## src/rtl/olc_pkg.sv

```systemverilog
// ----------------------------------------------------------------------------
// olc_pkg: shared types and helpers for the occupancy light controller
// Item, result, register and state layouts, reset values and the lamp
// helper functions used by the update logic.
// ----------------------------------------------------------------------------
package olc_pkg;

  typedef enum logic [2:0] {
    OP_TICK   = 3'd0,
    OP_DOOR   = 3'd1,
    OP_MOTION = 3'd2,
    OP_POLL   = 3'd3,
    OP_REMOTE = 3'd4
  } op_e;

  typedef enum logic [1:0] {
    CMD_ON       = 2'd0,
    CMD_OFF      = 2'd1,
    CMD_AUTO_EN  = 2'd2,
    CMD_AUTO_DIS = 2'd3
  } cmd_e;

  typedef enum logic [2:0] {
    REG_ABSENCE_TIMEOUT = 3'd0,
    REG_TICKS_PER_SEC   = 3'd1,
    REG_MOTION_GRACE    = 3'd2,
    REG_DEBOUNCE        = 3'd3,
    REG_DARK            = 3'd4
  } reg_idx_e;

  localparam int unsigned RegIdxW = 3;
  localparam int unsigned CfgDataW = 8;

  typedef struct packed {
    logic [2:0] op;
    logic       door_level;
    logic       motion_level;
    logic       key_top_open;
    logic       key_side_open;
    logic       button_top_pressed;
    logic       button_side_pressed;
    logic [1:0] command;
    logic       lamp_select;
  } item_t;

  typedef struct packed {
    logic       relay_top;
    logic       relay_side;
    logic       auto_led_top;
    logic       auto_led_side;
    logic       occupied;
    logic       absence_check_running;
  } result_t;

  typedef struct packed {
    logic [7:0] absence_timeout_s;
    logic [7:0] ticks_per_second;
    logic [7:0] motion_grace_s;
    logic [7:0] debounce_ticks;
    logic       dark;
  } cfg_t;

  typedef struct packed {
    logic       someone_present;
    logic       absence_running;
    logic [7:0] tick_count;
    logic [7:0] second_count;
    logic       door_last;
    logic       auto_top;
    logic       auto_side;
    logic       key_top_open;
    logic       key_side_open;
    logic       remote_top_on;
    logic       remote_side_on;
    logic [7:0] debounce_left;
    logic       lamp_top;
    logic       lamp_side;
  } state_t;

  localparam cfg_t CfgReset = '{
    absence_timeout_s: 8'd30,
    ticks_per_second:  8'd42,
    motion_grace_s:    8'd5,
    debounce_ticks:    8'd25,
    dark:              1'b1
  };

  localparam state_t StateReset = '{
    someone_present: 1'b0,
    absence_running: 1'b0,
    tick_count:      8'd0,
    second_count:    8'd0,
    door_last:       1'b1,
    auto_top:        1'b1,
    auto_side:       1'b1,
    key_top_open:    1'b1,
    key_side_open:   1'b1,
    remote_top_on:   1'b0,
    remote_side_on:  1'b0,
    debounce_left:   8'd0,
    lamp_top:        1'b0,
    lamp_side:       1'b0
  };

  function automatic state_t timer_halt(state_t s);
    state_t r;
    r = s;
    r.absence_running = 1'b0;
    r.tick_count      = 8'd0;
    r.second_count    = 8'd0;
    return r;
  endfunction

  function automatic state_t light_auto(state_t s, logic dark);
    state_t r;
    r = s;
    if (dark) begin
      if (r.auto_top) r.lamp_top = 1'b1;
      if (r.auto_side) r.lamp_side = 1'b1;
    end
    return r;
  endfunction

  // toggle auto mode of one lamp; manual lamps follow their wall key
  function automatic state_t flip_auto(state_t s, logic side, logic dark);
    state_t r;
    r = s;
    if (side) r.auto_side = ~r.auto_side;
    else      r.auto_top  = ~r.auto_top;
    if (r.someone_present && dark) r = light_auto(r, dark);
    if (!r.auto_top) r.lamp_top = ~r.key_top_open;
    if (!r.auto_side) r.lamp_side = ~r.key_side_open;
    return r;
  endfunction

endpackage

```

## src/rtl/olc_core.sv

```systemverilog
// ----------------------------------------------------------------------------
// olc_core: next-state logic
// Applies one request to the controller state in a single combinational pass.
// ----------------------------------------------------------------------------
module olc_core (
  input  olc_pkg::state_t state_i,
  input  olc_pkg::cfg_t   cfg_i,
  input  olc_pkg::item_t  item_i,
  output olc_pkg::state_t state_o
);
  import olc_pkg::*;

  state_t s;
  logic   auto_sel;

  always_comb begin
    s        = state_i;
    auto_sel = item_i.lamp_select ? state_i.auto_side : state_i.auto_top;
    case (op_e'(item_i.op))
      OP_TICK: begin
        if (s.debounce_left != 8'd0) s.debounce_left = s.debounce_left - 8'd1;
        if (s.absence_running) begin
          s.tick_count = s.tick_count + 8'd1;
          if (s.tick_count == cfg_i.ticks_per_second) begin
            s.tick_count   = 8'd0;
            s.second_count = s.second_count + 8'd1;
            if ((s.second_count > cfg_i.motion_grace_s) && item_i.motion_level) begin
              s = timer_halt(s);
            end else if (s.second_count == cfg_i.absence_timeout_s) begin
              s = timer_halt(s);
              if (!item_i.motion_level) begin
                s.someone_present = 1'b0;
                if (s.auto_top && !s.remote_top_on) s.lamp_top = 1'b0;
                if (s.auto_side && !s.remote_side_on) s.lamp_side = 1'b0;
              end
            end
          end
        end
      end
      OP_DOOR: begin
        if (item_i.door_level != s.door_last) begin
          s.door_last = item_i.door_level;
          if (item_i.door_level) begin
            if (!item_i.motion_level) begin
              s = timer_halt(s);
              s.someone_present = 1'b1;
              s = light_auto(s, cfg_i.dark);
            end else begin
              s.absence_running = 1'b1;
            end
          end else if (!item_i.motion_level) begin
            // keep counts of a timer that is already running
            s.absence_running = 1'b1;
          end
        end
      end
      OP_MOTION: begin
        if (item_i.motion_level) begin
          s.someone_present = 1'b1;
          s = timer_halt(s);
          s = light_auto(s, cfg_i.dark);
        end
      end
      OP_POLL: begin
        if (s.key_top_open) begin
          if (!item_i.key_top_open) begin
            s.key_top_open = 1'b0;
            s.lamp_top     = 1'b1;
          end
        end else if (item_i.key_top_open) begin
          s.key_top_open  = 1'b1;
          s.lamp_top      = 1'b0;
          s.remote_top_on = 1'b0;
        end
        if (s.key_side_open) begin
          if (!item_i.key_side_open) begin
            s.key_side_open = 1'b0;
            s.lamp_side     = 1'b1;
          end
        end else if (item_i.key_side_open) begin
          s.key_side_open  = 1'b1;
          s.lamp_side      = 1'b0;
          s.remote_side_on = 1'b0;
        end
        // top button first; side sees the debounce it may have started
        if (item_i.button_top_pressed && (s.debounce_left == 8'd0)) begin
          s = flip_auto(s, 1'b0, cfg_i.dark);
          s.debounce_left = cfg_i.debounce_ticks;
        end
        if (item_i.button_side_pressed && (s.debounce_left == 8'd0)) begin
          s = flip_auto(s, 1'b1, cfg_i.dark);
          s.debounce_left = cfg_i.debounce_ticks;
        end
      end
      OP_REMOTE: begin
        case (cmd_e'(item_i.command))
          CMD_ON: begin
            if (item_i.lamp_select) begin
              s.lamp_side      = 1'b1;
              s.remote_side_on = 1'b1;
            end else begin
              s.lamp_top      = 1'b1;
              s.remote_top_on = 1'b1;
            end
          end
          CMD_OFF: begin
            if (item_i.lamp_select) begin
              s.lamp_side      = 1'b0;
              s.remote_side_on = 1'b0;
            end else begin
              s.lamp_top      = 1'b0;
              s.remote_top_on = 1'b0;
            end
          end
          CMD_AUTO_EN: begin
            if (!auto_sel) s = flip_auto(s, item_i.lamp_select, cfg_i.dark);
          end
          CMD_AUTO_DIS: begin
            if (auto_sel) s = flip_auto(s, item_i.lamp_select, cfg_i.dark);
          end
          default: begin
            s = state_i;
          end
        endcase
      end
      default: begin
        s = state_i;
      end
    endcase
  end

  assign state_o = s;

endmodule

```

## src/rtl/occupancy_light_controller.sv

```systemverilog
// ----------------------------------------------------------------------------
// occupancy_light_controller: room occupancy and two-lamp relay control
// Takes tick, door, motion, poll and remote requests and reports the lamp,
// auto-mode, occupancy and absence-timer flags after each request.
// ----------------------------------------------------------------------------
//  channel  | signals                              | direction
//  ---------+--------------------------------------+----------
//  request  | in_valid_i, in_stall_o, op_i ...     | in
//  result   | out_valid_o, out_stall_i, relay_*_o  | out
//  config   | cfg_valid_i, cfg_ready_o, cfg_*_i    | in
//
// One request per cycle while in_stall_o is low.
// State updates in the accepting cycle; the result goes to an output register
// backed by one skid slot, and in_stall_o rises only when the skid is full.
// Reset restores the state, config and output valid flags to their defaults;
// the result data registers are not reset. cfg_ready_o is always high.
// ----------------------------------------------------------------------------
module occupancy_light_controller (
  input  logic                                 clk_i,
  input  logic                                 rst_ni,
  input  logic                                 in_valid_i,
  output logic                                 in_stall_o,
  input  logic [2:0]                           op_i,
  input  logic                                 door_level_i,
  input  logic                                 motion_level_i,
  input  logic                                 key_top_open_i,
  input  logic                                 key_side_open_i,
  input  logic                                 button_top_pressed_i,
  input  logic                                 button_side_pressed_i,
  input  logic [1:0]                           command_i,
  input  logic                                 lamp_select_i,
  output logic                                 out_valid_o,
  input  logic                                 out_stall_i,
  output logic                                 relay_top_o,
  output logic                                 relay_side_o,
  output logic                                 auto_led_top_o,
  output logic                                 auto_led_side_o,
  output logic                                 occupied_o,
  output logic                                 absence_check_running_o,
  input  logic                                 cfg_valid_i,
  output logic                                 cfg_ready_o,
  input  logic [olc_pkg::RegIdxW-1:0]          cfg_index_i,
  input  logic [olc_pkg::CfgDataW-1:0]         cfg_data_i
);
  import olc_pkg::*;

  cfg_t    cfg_q;
  state_t  state_q, state_d;
  item_t   item;
  result_t res;
  result_t head_q, head_d, skid_q, skid_d;
  logic    head_valid_q, head_valid_d, skid_valid_q, skid_valid_d;
  logic    push, pop;

  assign cfg_ready_o = 1'b1;

  always_ff @(posedge clk_i or negedge rst_ni) begin
    if (!rst_ni) begin
      cfg_q <= CfgReset;
    end else if (cfg_valid_i) begin
      case (reg_idx_e'(cfg_index_i))
        REG_ABSENCE_TIMEOUT: cfg_q.absence_timeout_s <= cfg_data_i;
        REG_TICKS_PER_SEC:   cfg_q.ticks_per_second  <= cfg_data_i;
        REG_MOTION_GRACE:    cfg_q.motion_grace_s    <= cfg_data_i;
        REG_DEBOUNCE:        cfg_q.debounce_ticks    <= cfg_data_i;
        REG_DARK:            cfg_q.dark              <= cfg_data_i[0];
        default:             cfg_q                   <= cfg_q;
      endcase
    end
  end

  assign item = '{
    op:                  op_i,
    door_level:          door_level_i,
    motion_level:        motion_level_i,
    key_top_open:        key_top_open_i,
    key_side_open:       key_side_open_i,
    button_top_pressed:  button_top_pressed_i,
    button_side_pressed: button_side_pressed_i,
    command:             command_i,
    lamp_select:         lamp_select_i
  };

  olc_core u_core (
    .state_i (state_q),
    .cfg_i   (cfg_q),
    .item_i  (item),
    .state_o (state_d)
  );

  assign in_stall_o = skid_valid_q;
  assign push       = in_valid_i && !in_stall_o;
  assign pop        = head_valid_q && !out_stall_i;

  always_ff @(posedge clk_i or negedge rst_ni) begin
    if (!rst_ni) begin
      state_q <= StateReset;
    end else if (push) begin
      state_q <= state_d;
    end
  end

  assign res = '{
    relay_top:             state_d.lamp_top,
    relay_side:            state_d.lamp_side,
    auto_led_top:          state_d.auto_top,
    auto_led_side:         state_d.auto_side,
    occupied:              state_d.someone_present,
    absence_check_running: state_d.absence_running
  };

  always_comb begin
    head_d       = head_q;
    skid_d       = skid_q;
    head_valid_d = head_valid_q;
    skid_valid_d = skid_valid_q;
    // advance the skid into the head when the head is taken
    if (pop) begin
      if (skid_valid_q) begin
        head_d       = skid_q;
        skid_valid_d = 1'b0;
      end else begin
        head_valid_d = 1'b0;
      end
    end
    if (push) begin
      if (!head_valid_d) begin
        head_d       = res;
        head_valid_d = 1'b1;
      end else begin
        skid_d       = res;
        skid_valid_d = 1'b1;
      end
    end
  end

  always_ff @(posedge clk_i or negedge rst_ni) begin
    if (!rst_ni) begin
      head_valid_q <= 1'b0;
      skid_valid_q <= 1'b0;
    end else begin
      head_valid_q <= head_valid_d;
      skid_valid_q <= skid_valid_d;
    end
  end

  always_ff @(posedge clk_i) begin
    head_q <= head_d;
    skid_q <= skid_d;
  end

  assign out_valid_o             = head_valid_q;
  assign relay_top_o             = head_q.relay_top;
  assign relay_side_o            = head_q.relay_side;
  assign auto_led_top_o          = head_q.auto_led_top;
  assign auto_led_side_o         = head_q.auto_led_side;
  assign occupied_o              = head_q.occupied;
  assign absence_check_running_o = head_q.absence_check_running;

endmodule

```

## config.mk

```make
export PLATFORM = sky130hd
export DESIGN_NAME = occupancy_light_controller
export DESIGN_NICKNAME = d
export VERILOG_FILES = /design/src/rtl/olc_pkg.sv /design/src/rtl/olc_core.sv /design/src/rtl/occupancy_light_controller.sv
export SDC_FILE = /design/constraint.sdc
export NUM_CORES = 1
export LEC_CHECK = 0
export ABC_CLOCK_PERIOD_IN_PS = 3900
export BUFFER_PORTS_ARGS = -buffer_cell sky130_fd_sc_hd__buf_2
export CORE_UTILIZATION = 39
export CTS_BUF_LIST = sky130_fd_sc_hd__clkbuf_4
export DETAILED_ROUTE_END_ITERATION = 6
export GPL_TIMING_DRIVEN = 0
export HOLD_SLACK_MARGIN = 0.06
export SETUP_SLACK_MARGIN = 0.3
export SYNTH_ARGS = -nofsm -noshare
export SYNTH_HDL_FRONTEND = slang
export SYNTH_SLANG_ARGS = --single-unit
```

## constraint.sdc

```tcl
create_clock -name clk_i -period 3.9 [get_ports clk_i]
set_clock_uncertainty 0.15 [all_clocks]
set_input_delay 0.195 -clock clk_i [delete_from_list [all_inputs] [get_ports clk_i]]
set_output_delay 0.195 -clock clk_i [all_outputs]
set_load 0.01 [all_outputs]
```

==> results_dict.tcl <==
set metrics [dict create \
    clock-sinks 82 \
    track_usage_pct 20.7 \
    worst_skew_pair.late_latency_ns 0.47 \
    via_per_inst 5.65 \
    synth_area_leader_cell "dfrtp_1" \
    clock_path_buffers 2 \
    cts-buffers-inserted 9 \
    cp_cell_sequence "ha_1, clkbuf_4, and4_1, nand2_2, xnor2_1, ha_1, nor2b_1, o21ai_1, nand2b_1, o221a_2, or4_1, buf_2, nor3b_2, a221o_1" \
    syn_area_mm2 0.00520 \
    max_freq_ghz 0.294 \
    grt_max_degree 58 \
    timing.rr.start "state_q[17]" \
    drtIter0Drc 323 \
    synthTopCellsByArea "dfrtp_1 (25%), dfstp_2 (9.1%), mux2_2 (7.4%), o21ai_0 (4.4%), a21oi_1 (4.1%)" \
    routabilityCongestion 0.936 \
    dieArea_mm2 0.0138 \
    end_kind "flop" \
    post_route_cells_drive_above_1_share_pct 21.1 \
    layout.nets 681 \
    maxCapViolations 0 \
    crit_required_ns 4.18 \
    syn_inst 570 \
    finalHoldViolCount 0 \
    p_per_area_mw_per_mm2 486 \
    htreeDepth 3 \
    setup_viol 0 \
    critPathLaunchType "flop" \
    slew_viol_final 0 \
    crit_type "reg2reg" \
    ys.flop_type "dfrtp_1" \
    synthDominantCellAreaShare_pct 25.0 \
    critical_path_peak_fanout 9 \
    synthesis.nets 611 \
    wirelength_um 13700 \
    drt_pass1_iterations 5 \
    drc 0 \
    path_clk_slew_ns 0.14 \
    ant_nets 0 \
    cpMaxStageDelayCell "or4_1" \
    initial_core_util_pct 40.5 \
    gr-total-overflow 0 \
    synth_cell_types 73 \
    portBuffers 33 \
    period_minus_slack_ns 3.40 \
    p_leak_nw 2.48 \
    grt_pass1_vias 4478 \
    avgSynthCellArea_um2 9.12 \
    yosysSeqAreaShare_pct 39.9 \
    drt-wirelength-per-cell_um 16.7 \
    hpwlAfterDp_um 10000 \
    coreArea_mm2 0.0128 \
    hold_path_class "in2async" \
    yosys_register_bits 82 \
    p_total_mw 2.93 \
    reg2reg_depth 14 \
    critPathMaxStageDelay_ns 0.49 \
    r2r_slack_ns 0.50 \
    timing.final.crit_share_pct 87.2 \
    place_area_mm2 0.00562 \
    antenna_found_initial 1 \
    tns_ns 0 \
    postLayoutCellArea_mm2 0.00603 \
    crit_top_cell "ha_1" \
    ctsRootBufferMaster "clkbuf_4" \
    syn2layout_area_growth_pct 16.0 \
    die_x_um 117 \
    r2r_end "state_q[22]" \
    io_pins 37 \
    cp.arrival_ns 3.68 \
    status "finished, final reports clean" \
    synth_edf_count 6 \
    slew_headroom_pct 12.7 \
    worstMarginPinSlew_ns 1.30 \
    ir_drop_v 0.000161 \
    tritoncts "built" \
    synthArstFlopShare_pct 85.4 \
    die_h_um 117 \
    rows 41 \
    grt_pass1_wl_um 22700 \
    rsz0062_at_grt "no" \
    num_vias 4625 \
    yosysWarnings 0 \
]
sequential cells by signal, summed over array words and instances, names as in the netlist:
name and flops:
occupied_o 1, auto_led_top_o 1, cfg_q 33, absence_check_running_o 1
out_valid_o 1, relay_top_o 1, state_q 35, relay_side_o 1
in_stall_o 1, skid_q 6, auto_led_side_o 1
metrics by stage:
step	std cells	setup slack (ns)	util, %	hold slack (ns)
after CTS	816	0.312	46.8	0.102
after global routing	818	0.310	47.0	0.128
after global placement	775	0.163	43.5	0.320
after floorplan	570	0.586	-	-0.251
after detailed placement	777	0.0837	43.9	-0.0637
final	818	0.501	47.0	0.109
area by class of cell:
type	instances	area, um^2
Tap cell	172	215
Antenna cell	1	2.50
Buffer	28	120
Sequential cell	82	2080
Timing Repair Buffer	59	440
Clock inverter	5	53.8
Clock buffer	11	82.6
Inverter	20	75.1
Fill cell	1256	6790
Multi-Input combinational cell	440	2970
synthesized netlist by cell type, types with 6 or more instances:
cell type   n
nand2_1    53
dfrtp_1    52
o21ai_0    46
a21oi_1    43
nor2_1     38
mux2_2     34
clkbuf_1   23
inv_1      20
dfstp_2    18
nor3_1     15
nand3_1    14
ha_1       13
xnor2_1    13
nor2b_1    12
o22ai_1    11
nand2b_1   10
xor2_1      9
a31oi_1     7
or2_2       7
and3_1      6
dfxtp_1     6
edfxtp_1    6
nand4_1     6
o31ai_1     6
cells by family (layout without fill, tap and decap cells):
group	Yosys count	count (layout)	synth area share, %
compound gates	169	169	20.7
xor+xnor	24	24	4.57
fa+ha+maj	13	13	3.13
buf+inv	48	123	3.63
flops	82	82	39.9
mux	38	38	8.13
other cells	1	2	0.0721
simple gates	195	195	19.9
what timing repair did:
action	CTS	global route
gates resized for setup	3	13
endpoints found under the setup margin	10	19
hold endpoints to repair	115	0
cloned	0	0
setup buffers	0	1
hold buffers	23	0
routing by layer:
metal	part of all wire (%)	global-route usage [%]	up-vias
met5	0	0	-
met4	3.1	10.3	0
met3	4.1	3.15	30
met2	46	33.3	127
met1	47	27.1	2234
li1	-	-	2234
power breakdown:
group	switching, mW	internal, mW
combinational	0.613	0.477
clock	0.318	0.208
sequential	0.209	1.10
total	1.14	1.79
worst max-delay path, delay by kind of cell (launching register included):
kind / cells / cell delay, ns
xor+xnor: 1 / 0.16
flops: 1 / 0.46
buf+inv: 2 / 0.37
compound gates: 3 / 0.56
fa+ha+maj: 2 / 0.45
simple gates: 6 / 1.20
cell usage in the layout, fill, tap and decap left out, types with 5 or more instances in the layout:
master	instances
a21o_1	5
dlygate4sd3_1	23
dfstp_2	18
a21oi_1	43
edfxtp_1	6
ha_1	12
o31ai_1	6
o21ai_0	45
xnor2_1	13
clkbuf_1	20
inv_1	20
nand4_1	6
and3_1	6
nor2_1	36
dfxtp_1	6
nor3_1	15
dfrtp_1	51
nand2_1	52
nor2b_1	12
o22ai_1	11
clkbuf_4	12
nand3_1	14
or2_2	7
a211o_1	5
nand2b_1	10
xor2_1	9
o211ai_1	5
mux2_2	34
buf_2	36
a31oi_1	7
worst max-delay path by stage:
stage,to,start,cells past startpoint
2_1_floorplan,state_q[22],state_q[17],14
3_3_place_gp,state_q[22],state_q[17],13
3_5_place_dp,state_q[22],state_q[17],13
4_1_cts,skid_q[4],state_q[2],9
5_1_grt,state_q[20],state_q[17],14
6_report,state_q[22],state_q[17],14
Note: power is estimated with default switching activity, not from simulation.
